[src/rtl/lcre_pkg.sv]
package lcre_pkg;

    // Fixed field widths of the request and result items.
    localparam int SAMPLE_W  = 16;
    localparam int TAP_W     = 16;
    localparam int TAP_IDX_W = 5;
    localparam int RADIUS_W  = 4;
    localparam int CNT_W     = 5;

    // Saturation limit of the sample and pending counters.
    localparam logic [CNT_W-1:0] COUNT_MAX = 5'd31;

    // Request action codes.
    localparam logic ACTION_TAP    = 1'b0;
    localparam logic ACTION_SAMPLE = 1'b1;

    // Register index of the radius register and its reset value.
    localparam logic                REG_RADIUS   = 1'b0;
    localparam logic [RADIUS_W-1:0] RADIUS_RESET = 4'd1;

    // One request item.
    typedef struct packed {
        logic                        action;
        logic [TAP_IDX_W-1:0]        tap_index;
        logic signed [TAP_W-1:0]     tap_value;
        logic signed [SAMPLE_W-1:0]  sample;
        logic                        last;
    } req_t;

    // One result item.
    typedef struct packed {
        logic signed [SAMPLE_W-1:0]  result;
        logic                        line_end;
    } res_t;

    // Commands from the controller to the datapath.
    typedef struct packed {
        logic tap_wr;
        logic win_fill;
        logic win_shift;
        logic mac_en;
        logic mac_first;
        logic mac_last;
        logic out_load;
        logic line_end;
    } cmd_t;

    // Status from the datapath to the controller.
    typedef struct packed {
        logic sum_done;
    } sts_t;

endpackage

[src/rtl/lcre_ctrl.sv]
module lcre_ctrl #(
    parameter int  MAX_RADIUS = 15,
    localparam int WIN_DEPTH  = 2 * MAX_RADIUS + 1,
    localparam int IDX_W      = $clog2(WIN_DEPTH)
) (
    input  logic                           clk,
    input  logic                           rst_n,
    input  logic                           req_valid,
    output logic                           req_ready,
    input  lcre_pkg::req_t                 req,
    input  logic [lcre_pkg::RADIUS_W-1:0]  radius,
    output logic                           res_valid,
    input  logic                           res_ready,
    output lcre_pkg::cmd_t                 cmd,
    input  lcre_pkg::sts_t                 sts,
    output logic [IDX_W-1:0]               t_idx,
    output logic [IDX_W-1:0]               d_idx
);

    localparam logic [1:0] ST_IDLE  = 2'd0;
    localparam logic [1:0] ST_ISSUE = 2'd1;
    localparam logic [1:0] ST_WAIT  = 2'd2;

    logic [1:0]                    state_reg, state_next;
    logic [lcre_pkg::CNT_W-1:0]    rc_reg, rc_next;
    logic [lcre_pkg::CNT_W-1:0]    pend_reg, pend_next;
    logic [lcre_pkg::CNT_W-1:0]    rem_reg, rem_next;
    logic [IDX_W-1:0]              t_reg, t_next;
    logic [IDX_W-1:0]              d_reg, d_next;
    logic                          last_reg, last_next;
    logic                          res_valid_reg, res_valid_next;

    logic [IDX_W-1:0]              r_eff;
    logic [IDX_W-1:0]              two_r;
    logic [lcre_pkg::CNT_W-1:0]    rc_inc;
    logic [lcre_pkg::CNT_W-1:0]    pend_inc;
    logic [7:0]                    r8;
    logic [7:0]                    pend8;
    logic [7:0]                    pa8;
    logic [7:0]                    n8;
    logic [7:0]                    d0_8;
    logic                          emit0;
    logic                          accept;

    // Radius in use, clamped to MAX_RADIUS so that the kernel fits the window.
    always_comb
    begin
        if (32'(radius) > MAX_RADIUS)
            r_eff = IDX_W'(MAX_RADIUS);
        else
            r_eff = IDX_W'(radius);
    end

    assign two_r = IDX_W'({r_eff, 1'b0});

    // Counter updates and output bookkeeping for a new sample.
    always_comb
    begin
        rc_inc   = (rc_reg == lcre_pkg::COUNT_MAX) ? rc_reg : rc_reg + 1'b1;
        pend_inc = (pend_reg == lcre_pkg::COUNT_MAX) ? pend_reg : pend_reg + 1'b1;
        r8       = 8'(r_eff);
        pend8    = 8'(pend_inc);
        emit0    = (pend8 > r8);
        pa8      = emit0 ? r8 : pend8;
        n8       = 8'(emit0) + (req.last ? pa8 : 8'd0);
        d0_8     = emit0 ? 8'd0 : (r8 + 8'd1 - pa8);
    end

    assign req_ready = (state_reg == ST_IDLE);
    assign accept    = req_valid && req_ready;
    assign res_valid = res_valid_reg;
    assign t_idx     = t_reg;
    assign d_idx     = d_reg;

    // Sequencer: one pass of the shared multiply-accumulate per output.
    always_comb
    begin
        state_next     = state_reg;
        rc_next        = rc_reg;
        pend_next      = pend_reg;
        rem_next       = rem_reg;
        t_next         = t_reg;
        d_next         = d_reg;
        last_next      = last_reg;
        res_valid_next = res_valid_reg;
        cmd            = '0;

        if (res_valid_reg && res_ready)
            res_valid_next = 1'b0;

        case (state_reg)
            ST_IDLE:
            begin
                if (accept)
                begin
                    if (req.action == lcre_pkg::ACTION_TAP)
                    begin
                        cmd.tap_wr = 1'b1;
                    end
                    else
                    begin
                        cmd.win_fill  = (rc_reg == '0);
                        cmd.win_shift = (rc_reg != '0);
                        if (req.last)
                        begin
                            rc_next   = '0;
                            pend_next = '0;
                        end
                        else
                        begin
                            rc_next   = rc_inc;
                            pend_next = lcre_pkg::CNT_W'(pa8);
                        end
                        if (n8 != 8'd0)
                        begin
                            rem_next   = lcre_pkg::CNT_W'(n8);
                            d_next     = IDX_W'(d0_8);
                            t_next     = '0;
                            last_next  = req.last;
                            state_next = ST_ISSUE;
                        end
                    end
                end
            end
            ST_ISSUE:
            begin
                cmd.mac_en    = 1'b1;
                cmd.mac_first = (t_reg == '0);
                cmd.mac_last  = (t_reg == two_r);
                t_next        = t_reg + 1'b1;
                if (t_reg == two_r)
                    state_next = ST_WAIT;
            end
            ST_WAIT:
            begin
                if (sts.sum_done && (!res_valid_reg || res_ready))
                begin
                    cmd.out_load   = 1'b1;
                    cmd.line_end   = last_reg && (rem_reg == 5'd1);
                    res_valid_next = 1'b1;
                    rem_next       = rem_reg - 1'b1;
                    if (rem_reg == 5'd1)
                    begin
                        state_next = ST_IDLE;
                    end
                    else
                    begin
                        d_next     = d_reg + 1'b1;
                        t_next     = '0;
                        state_next = ST_ISSUE;
                    end
                end
            end
            default:
            begin
                state_next = ST_IDLE;
            end
        endcase
    end

    // Control registers.
    always_ff @(posedge clk or negedge rst_n)
    begin
        if (!rst_n)
        begin
            state_reg     <= ST_IDLE;
            rc_reg        <= '0;
            pend_reg      <= '0;
            rem_reg       <= '0;
            t_reg         <= '0;
            d_reg         <= '0;
            last_reg      <= 1'b0;
            res_valid_reg <= 1'b0;
        end
        else
        begin
            state_reg     <= state_next;
            rc_reg        <= rc_next;
            pend_reg      <= pend_next;
            rem_reg       <= rem_next;
            t_reg         <= t_next;
            d_reg         <= d_next;
            last_reg      <= last_next;
            res_valid_reg <= res_valid_next;
        end
    end

    // While busy, at least one output is still owed.
    assert property (@(posedge clk) disable iff (!rst_n)
        (state_reg != ST_IDLE) |-> (rem_reg != '0))
        else $error("controller busy with no output owed");

    // The tap walk never runs past the kernel span.
    assert property (@(posedge clk) disable iff (!rst_n)
        (state_reg == ST_ISSUE) |-> (t_reg <= two_r))
        else $error("tap index beyond kernel span");

    // A result appears only after a completed sum was waited for.
    assert property (@(posedge clk) disable iff (!rst_n)
        $rose(res_valid_reg) |-> $past(state_reg == ST_WAIT && sts.sum_done))
        else $error("result raised without a finished sum");

endmodule

[src/rtl/lcre_datapath.sv]
module lcre_datapath #(
    parameter int  MAX_RADIUS     = 15,
    parameter int  COEF_FRAC_BITS = 14,
    localparam int WIN_DEPTH      = 2 * MAX_RADIUS + 1,
    localparam int IDX_W          = $clog2(WIN_DEPTH)
) (
    input  logic              clk,
    input  logic              rst_n,
    input  lcre_pkg::cmd_t    cmd,
    input  logic [IDX_W-1:0]  t_idx,
    input  logic [IDX_W-1:0]  d_idx,
    input  lcre_pkg::req_t    req,
    output lcre_pkg::sts_t    sts,
    output lcre_pkg::res_t    res
);

    localparam int SW     = lcre_pkg::SAMPLE_W;
    localparam int PROD_W = lcre_pkg::TAP_W + SW;
    localparam int ACC_W  = PROD_W + IDX_W + 1;

    localparam logic signed [ACC_W-1:0] HALF   = ACC_W'(1) << (COEF_FRAC_BITS - 1);
    localparam logic signed [ACC_W-1:0] SAT_HI = (ACC_W'(1) << (SW - 1)) - ACC_W'(1);
    localparam logic signed [ACC_W-1:0] SAT_LO = ~SAT_HI;

    logic signed [lcre_pkg::TAP_W-1:0] tap_reg [WIN_DEPTH];
    logic signed [SW-1:0]              win_reg [WIN_DEPTH];

    logic signed [PROD_W-1:0] prod_reg, prod_next;
    logic                     pv_reg, pf_reg, pl_reg;
    logic signed [ACC_W-1:0]  acc_reg, acc_next;
    logic                     done_reg, done_next;
    lcre_pkg::res_t           res_reg, res_next;

    logic [IDX_W-1:0]         pos;
    logic signed [ACC_W-1:0]  rounded;
    logic signed [ACC_W-1:0]  shifted;
    logic                     tap_in_range;

    assign tap_in_range = (32'(req.tap_index) < WIN_DEPTH);

    // Tap table, cleared by reset and written one entry per in-range tap request.
    always_ff @(posedge clk or negedge rst_n)
    begin
        if (!rst_n)
        begin
            for (int i = 0; i < WIN_DEPTH; i++)
                tap_reg[i] <= '0;
        end
        else if (cmd.tap_wr && tap_in_range)
        begin
            tap_reg[IDX_W'(req.tap_index)] <= req.tap_value;
        end
    end

    // Sample window: the first sample of a line fills it, later ones shift in.
    always_ff @(posedge clk)
    begin
        if (cmd.win_fill)
        begin
            for (int i = 0; i < WIN_DEPTH; i++)
                win_reg[i] <= req.sample;
        end
        else if (cmd.win_shift)
        begin
            win_reg[0] <= req.sample;
            for (int i = 1; i < WIN_DEPTH; i++)
                win_reg[i] <= win_reg[i-1];
        end
    end

    // Window position for the current tap; positions past the newest
    // sample repeat it.
    assign pos       = (t_idx >= d_idx) ? (t_idx - d_idx) : '0;
    assign prod_next = tap_reg[t_idx] * win_reg[pos];

    // Accumulate the registered product.
    always_comb
    begin
        acc_next  = acc_reg;
        done_next = done_reg;
        if (cmd.out_load)
            done_next = 1'b0;
        if (pv_reg)
        begin
            acc_next = (pf_reg ? '0 : acc_reg) + ACC_W'(prod_reg);
            if (pl_reg)
                done_next = 1'b1;
        end
    end

    // Round half up, drop the fraction bits and saturate.
    always_comb
    begin
        rounded  = acc_reg + HALF;
        shifted  = rounded >>> COEF_FRAC_BITS;
        res_next = res_reg;
        if (cmd.out_load)
        begin
            if (shifted > SAT_HI)
                res_next.result = SW'(SAT_HI);
            else if (shifted < SAT_LO)
                res_next.result = SW'(SAT_LO);
            else
                res_next.result = SW'(shifted);
            res_next.line_end = cmd.line_end;
        end
    end

    // Pipeline control flags.
    always_ff @(posedge clk or negedge rst_n)
    begin
        if (!rst_n)
        begin
            pv_reg   <= 1'b0;
            pf_reg   <= 1'b0;
            pl_reg   <= 1'b0;
            done_reg <= 1'b0;
        end
        else
        begin
            pv_reg   <= cmd.mac_en;
            pf_reg   <= cmd.mac_first;
            pl_reg   <= cmd.mac_last;
            done_reg <= done_next;
        end
    end

    // Product, sum and result registers.
    always_ff @(posedge clk)
    begin
        prod_reg <= prod_next;
        acc_reg  <= acc_next;
        res_reg  <= res_next;
    end

    assign sts.sum_done = done_reg;
    assign res          = res_reg;

    // A finished sum is never overwritten by a product still in flight.
    assert property (@(posedge clk) disable iff (!rst_n)
        !(pv_reg && done_reg))
        else $error("product accumulated into a finished sum");

endmodule

[src/rtl/line_convolver_replicate_edges.sv]
// Tap write requests leave the sequencer idle, ready for the next request.
// A sample request yields zero or more results; for each result one shared
// multiply-accumulate walks the 2*r+1 taps, then product, sum and rounding
// stages follow; no new request is taken until its last result is loaded.
// Reset (rst_n low, asynchronous) clears the tap table, the line counters,
// the sequencer and the result valid, and sets the radius to one.
module line_convolver_replicate_edges #(
    parameter int MAX_RADIUS     = 15,
    parameter int COEF_FRAC_BITS = 14
) (
    input  logic                 clk,
    input  logic                 rst_n,
    input  logic                 req_valid,
    output logic                 req_ready,
    input  lcre_pkg::req_t       req,
    output logic                 res_valid,
    input  logic                 res_ready,
    output lcre_pkg::res_t       res,
    input  logic                 psel,
    input  logic                 penable,
    input  logic                 pwrite,
    input  logic [2:0]           paddr,
    input  logic [31:0]          pwdata,
    output logic [31:0]          prdata,
    output logic                 pready
);

    localparam int WIN_DEPTH = 2 * MAX_RADIUS + 1;
    localparam int IDX_W     = $clog2(WIN_DEPTH);

    logic [lcre_pkg::RADIUS_W-1:0] radius_reg, radius_next;
    lcre_pkg::cmd_t                cmd;
    lcre_pkg::sts_t                sts;
    logic [IDX_W-1:0]              t_idx;
    logic [IDX_W-1:0]              d_idx;

    // Register port: radius register at word zero.
    assign pready = 1'b1;

    always_comb
    begin
        radius_next = radius_reg;
        if (psel && penable && pwrite && pready && (paddr[2] == lcre_pkg::REG_RADIUS))
            radius_next = pwdata[lcre_pkg::RADIUS_W-1:0];
    end

    always_comb
    begin
        if (paddr[2] == lcre_pkg::REG_RADIUS)
            prdata = 32'(radius_reg);
        else
            prdata = '0;
    end

    always_ff @(posedge clk or negedge rst_n)
    begin
        if (!rst_n)
            radius_reg <= lcre_pkg::RADIUS_RESET;
        else
            radius_reg <= radius_next;
    end

    // Sequencer.
    lcre_ctrl #(
        .MAX_RADIUS (MAX_RADIUS)
    ) u_ctrl (
        .clk       (clk),
        .rst_n     (rst_n),
        .req_valid (req_valid),
        .req_ready (req_ready),
        .req       (req),
        .radius    (radius_reg),
        .res_valid (res_valid),
        .res_ready (res_ready),
        .cmd       (cmd),
        .sts       (sts),
        .t_idx     (t_idx),
        .d_idx     (d_idx)
    );

    // Tap table, sample window and multiply-accumulate.
    lcre_datapath #(
        .MAX_RADIUS     (MAX_RADIUS),
        .COEF_FRAC_BITS (COEF_FRAC_BITS)
    ) u_datapath (
        .clk   (clk),
        .rst_n (rst_n),
        .cmd   (cmd),
        .t_idx (t_idx),
        .d_idx (d_idx),
        .req   (req),
        .sts   (sts),
        .res   (res)
    );

endmodule

[config.mk]
export PLATFORM = sky130hd
export DESIGN_NAME = line_convolver_replicate_edges
export DESIGN_NICKNAME = d
export VERILOG_FILES = /design/src/rtl/lcre_pkg.sv /design/src/rtl/lcre_ctrl.sv /design/src/rtl/lcre_datapath.sv /design/src/rtl/line_convolver_replicate_edges.sv
export SDC_FILE = /design/constraint.sdc
export NUM_CORES = 2
export LEC_CHECK = 0
export BUFFER_PORTS_ARGS = -buffer_cell sky130_fd_sc_hd__buf_2
export CAP_MARGIN = 20
export CORE_MARGIN = 2
export CORE_UTILIZATION = 35
export CTS_BUF_LIST = sky130_fd_sc_hd__clkbuf_2
export DETAILED_ROUTE_END_ITERATION = 7
export PLACE_DENSITY = 0.6
export SKIP_CTS_REPAIR_TIMING = 1
export SLEW_MARGIN = 40
export SYNTH_ARGS = -nofsm -noshare
export SYNTH_HDL_FRONTEND = slang
export SYNTH_SLANG_ARGS = --single-unit
[constraint.sdc]
create_clock -name clk -period 25.3 [get_ports clk]
set_input_delay 7.59 -clock clk [delete_from_list [all_inputs] [get_ports clk]]
set_output_delay 7.59 -clock clk [all_outputs]
set_load 0.02 [all_outputs]
### Word level (Yosys, flattened, before mapping)

Memories as Yosys holds them, arrays and structs flattened.
Cells that the tools add are included.

* word-level logic and storage cells: 232
* memory bits (writable): 496
* register bits: 620
* output and inout port bits: 52
* ROM bits: 0
* input port bits: 81
* latch bits: 0
* memories: 1

Memories
* u_datapath.win_reg: words 31, width 16, rd ports 31, clocked after memory_dff 0, wr ports 31, line lcre_datapath.sv:26 `logic signed [SW-1:0] win_reg [WIN_DEPTH];`

* shift operators: 0
* bitwise logic cells: 34
* add/subtract/negate cells: 11
* equality and inequality tests: 13
* reductions and logical operators: 26
* $lt $le $gt $ge: 8
* multiply operators: 1
* div/mod/pow operators: 0
* muxes and demuxes: 90

Operator list (number)
* $mux 16: 35
* $bwmux 496: 1
* $mux 5: 21
* $bmux 16 s5: 1
* $demux 16 s5: 1
* $add 38x15->38 const B: 1
* $add 38x38->38: 1
* $mux 38: 1
* $mul 16x16->32: 1
* $or 1x1->1: 31
* $gt 24x16->1 const B: 1
* $lt 24x16->1 const B: 1
* $add 5x1->5 const B: 4
* $pmux 5 s2: 2
* $mux 2: 8
* $pmux 5 s3: 1
* $mux 1: 13
* $ge 6x6->1 const B: 2
* $not 5->6: 2
* $reduce_and 6->1: 2
* $eq 5x5->1 const B: 2
* $logic_not 5->1: 2
* $ne 2x2->1 const B: 5
* $reduce_and 5->1: 2
* other kinds (29): 42

### Depth between registers and ports, before layout

* depth in word-level cells: 11
* depth in mapped cells: 40

### Modules after synthesis

A second synthesis with hierarchy kept.

* cells, all modules: 5490
* area total of the unflattened synthesis: 65876.9 um^2

Modules (own cells, without submodules)
* lcre_datapath: area an instance 63074.2 um^2, times used 1, cells each 5165, sequential area each 29698.5 um^2
* lcre_ctrl: area an instance 2372.3 um^2, times used 1, cells each 281, sequential area each 725.7 um^2
* line_convolver_replicate_edges: area an instance 430.4 um^2, times used 1, cells each 44, sequential area each 101.3 um^2

### Least setup slack after synthesis

OpenSTA, ideal clock, no wires.

* path kind: input to register
* from: in req_valid
* to: reg u_ctrl.rc_reg[0] (netlist bit)
* arrival time: 24.679 ns
* stages: 5
* library setup time: 0.152 ns
* slack: 0.470 ns
* data required time: 25.148 ns
* path through: nand3_1 inv_1 clkbuf_1 o21ai_0 mux2_2

* cells in the longest elaborated chain, start to end: 2

Ends and longest elaborated chain
* start: declaration: line line_convolver_replicate_edges.sv:13 `input logic req_valid,`
* $logic_and 1x1->1: line lcre_ctrl.sv:70 `assign accept = req_valid && req_ready;`
* $reduce_and 4->1 (no source line)
* end signal: assignment: line lcre_ctrl.sv:178 `rc_reg <= rc_next;`
* end: declaration: line lcre_ctrl.sv:25 `logic [lcre_pkg::CNT_W-1:0] rc_reg, rc_next;`

Every way passes these cells.
A chain may end at the register's enable or synchronous reset.

### Worst setup path in the final report

* from: in paddr[2]
* to: out prdata[0]

* cells in the longest elaborated chain, start to end: 1

Ends and longest elaborated chain
* start: declaration: line line_convolver_replicate_edges.sv:22 `input logic [2:0] paddr,`
* $mux 4: line line_convolver_replicate_edges.sv:49 `if (paddr[2] == lcre_pkg::REG_RADIUS)`
* end: declaration: line line_convolver_replicate_edges.sv:24 `output logic [31:0] prdata,`

Every way passes these cells.

==> reports/qor.yml <==
status: "complete, no violations"
grt_antenna_before_repair: 10
hold_end: "u_datapath.win_reg[14][11]$_DFFE_PP_"
hp-class: "register to register"
crit_chain: "buf_2, nor2b_1, buf_2"
cts_tree: "yes"
drv_cap: 0
tightest_slew_ns: 1.150
setup_tns_ns: 0
r2r_cells: 33
met3WireLength_mm: 8.609
clkTransAtPathRegs_ns: 0.11
rr_startpoint: "u_ctrl.t_idx[0]$_DFFE_PN0P_"
cp_slowest_cell: "buf_2"
wl_met2_mm: 78.18
yosysSeqAreaShare_pct: 47.42
grt_pass1_wl_mm: 251.8
dr.first_iter.drc_count: 3104
async_flop_share_pct: 47.76
die_h_um: 432.9
endpoint_kind: "primary output"
rows: 157
drtAntennaViolNets: 0
rsz0062_at_grt: "false"
hold_path.startpoint: "u_datapath.win_reg[13][11]$_DFFE_PP_"
slew_headroom_pct: 23.32
worst_path_largest_cell_delay_ns: 0.16
dp_hpwl_mm: 99.30
drive_gt1_share_pct: 27.26
clockBufferDepth: 4
layout_common_cells: "edfxtp_1 (551), a21o_1 (529), dfrtp_1 (528)"
fillCellCount: 17630
finalCritPeriodShare_pct: 61.52
timing.rr.end: "u_datapath.prod_reg[30]$_DFF_P_"
pre_cts_slack_ns: 9.736
areaGrowthSynthToFinish_pct: 8.238
synth_cell_types: 98
ys_seq_elements: 1116
ctsHtreeMaxLevel: 5
wl_per_cell_um: 20.76
clock-sinks: 1116
dieArea_mm2: 0.1874
cp.arrival_ns: 7.97
vias: 41220
fin_ws_ns: 9.736
final_util_pct: 38.10
post-route-drc-count: 0
reg2reg_setup_slack_ns: 13.69
core_mm2: 0.1829
first_global_vias: 43010
final_net_count: 5600
wl_met1_mm: 70.24
synth-main-ff-cell: "edfxtp_1"
via_per_inst: 5.310
setup_viol: 0
dr.pass1.iters: 5
start_util_pct: 35.20
finClkSkew_ns: 0.2160
cp.required_ns: 17.71
syn-cell-area_mm2: 0.06437
hold_path_depth: 1
final_common_cell: "edfxtp_1"
synth_edf_count: 551
grt_max_degree: 172
numCtsBuffers: 314
crit_top_cell: "buf_2"
finalMaxSlewViolations: 0
crit_fanout: 5
io_pins: 133
hold_viol_final: 0
avgSynthCellArea_um2: 12.94
clock_latency_ns: 1.71
grt_usage_pct: 17.19
hold_ws_ns: 0.4872
io_buffers: 73
synth_warnings: 0
netlist_instances: 4976
grt.overflow.total: 0
startpoint_type: "primary input"
fmax_ghz: 0.06425
gp_congestion: 0.8183
clk_root_buffer_cell: "clkbuf_2"
wl_mm: 161.2
critical_path_class: "primary input to primary output"
fp.dieW_um: 432.9
highest_layer: "met5"
period_needed_ns: 15.56
## how the worst max path moves through the flow
stage	startpoint	to	slack (ns)	cells after the start
2_1_floorplan	req_valid	u_ctrl.rc_reg[0]$_DFFE_PN0P_	0.47	5
3_3_place_gp	paddr[2]	prdata[0]	9.73	3
3_5_place_dp	paddr[2]	prdata[0]	9.74	3
4_1_cts	paddr[2]	prdata[0]	9.73	3
5_1_grt	paddr[2]	prdata[1]	9.68	3
6_report	paddr[2]	prdata[0]	9.74	3
## routing by layer
layer  vias to the layer above  GRT usage (%)
li1                      18410              -
met1                     21380          22.79
met2                      1143          28.05
met3                       282          3.504
met4                         4          5.761
met5                         -              0
## kinds of logic (layout without fill, tap and decap cells)
| logic type | after synthesis | in the layout | synth area share [%] |
|---|---|---|---|
| AO/OA/AOI/OAI | 1140 | 1140 | 12.70 |
| flip-flops | 1116 | 1116 | 47.42 |
| multiplexers | 809 | 809 | 16.96 |
| buffers and inverters | 708 | 995 | 4.941 |
| AND/OR/NAND/NOR | 693 | 693 | 5.538 |
| adder cells (fa/ha/maj) | 412 | 412 | 11.11 |
| XOR/XNOR | 96 | 96 | 1.318 |
| other | 2 | 38 | 0.01167 |
## area by class of cell
type	instances	area (um2)	share of cell area [%]
clock buffers	457	2287	3.283
well taps	2464	3083	4.425
flip-flops and latches	1116	30540	43.83
inverters	318	1201	1.724
multi-input cells	3179	31000	44.50
diodes	9	22.52	0.03233
repair buffers	178	1350	1.938
clock inverters	42	188.9	0.2712
## cell usage after synthesis, drive strengths merged (5+ instances only)
library cell	instances	area share [%]
o22ai	9	0.087
a31oi	24	0.26
o2111ai	14	0.20
a21boi	21	0.31
mux2	523	9.1
and2	99	0.97
o21a	53	0.63
a22o	5	0.068
nor2	90	0.54
o31ai	7	0.089
clkbuf	237	1.4
dfrtp	532	21
nand4	13	0.13
o41a	13	0.23
nand2	216	1.3
o21bai	7	0.082
nor3	23	0.20
xor2	31	0.43
ha	146	2.8
mux2i	114	1.8
buf	153	1.7
fa	266	8.3
xnor2	65	0.88
dfxtp	32	1.0
a221oi	48	0.66
and3	42	0.41
o311ai	7	0.095
nor2b	79	0.77
and4	7	0.095
nand3b	13	0.15
mux4	172	6.0
a21oi	106	0.86
nand2b	19	0.18
a21o	529	6.2
nand3	67	0.54
o22a	6	0.082
edfxtp	551	26
a22oi	8	0.093
or2	5	0.049
inv	317	1.8
o221ai	11	0.22
o211ai	11	0.15
a211oi	35	0.44
nor4	9	0.11
o21ai	198	1.6
## worst max-delay path: cells and delay by family
kind | cells | cell delay [ns]
buffers and inverters | 2 | 0.28
AND/OR/NAND/NOR | 1 | 0.10
## per-stage QoR
stage,std cells,area (um2)
global placement,7250,66890
global route,7760,69660
detailed placement,7252,67070
floorplan,5003,64470
finish,7763,69670
CTS,7751,69550
Power is not shown: default switching activity piles up to over one toggle a cycle in this logic, so the estimate is an artifact.
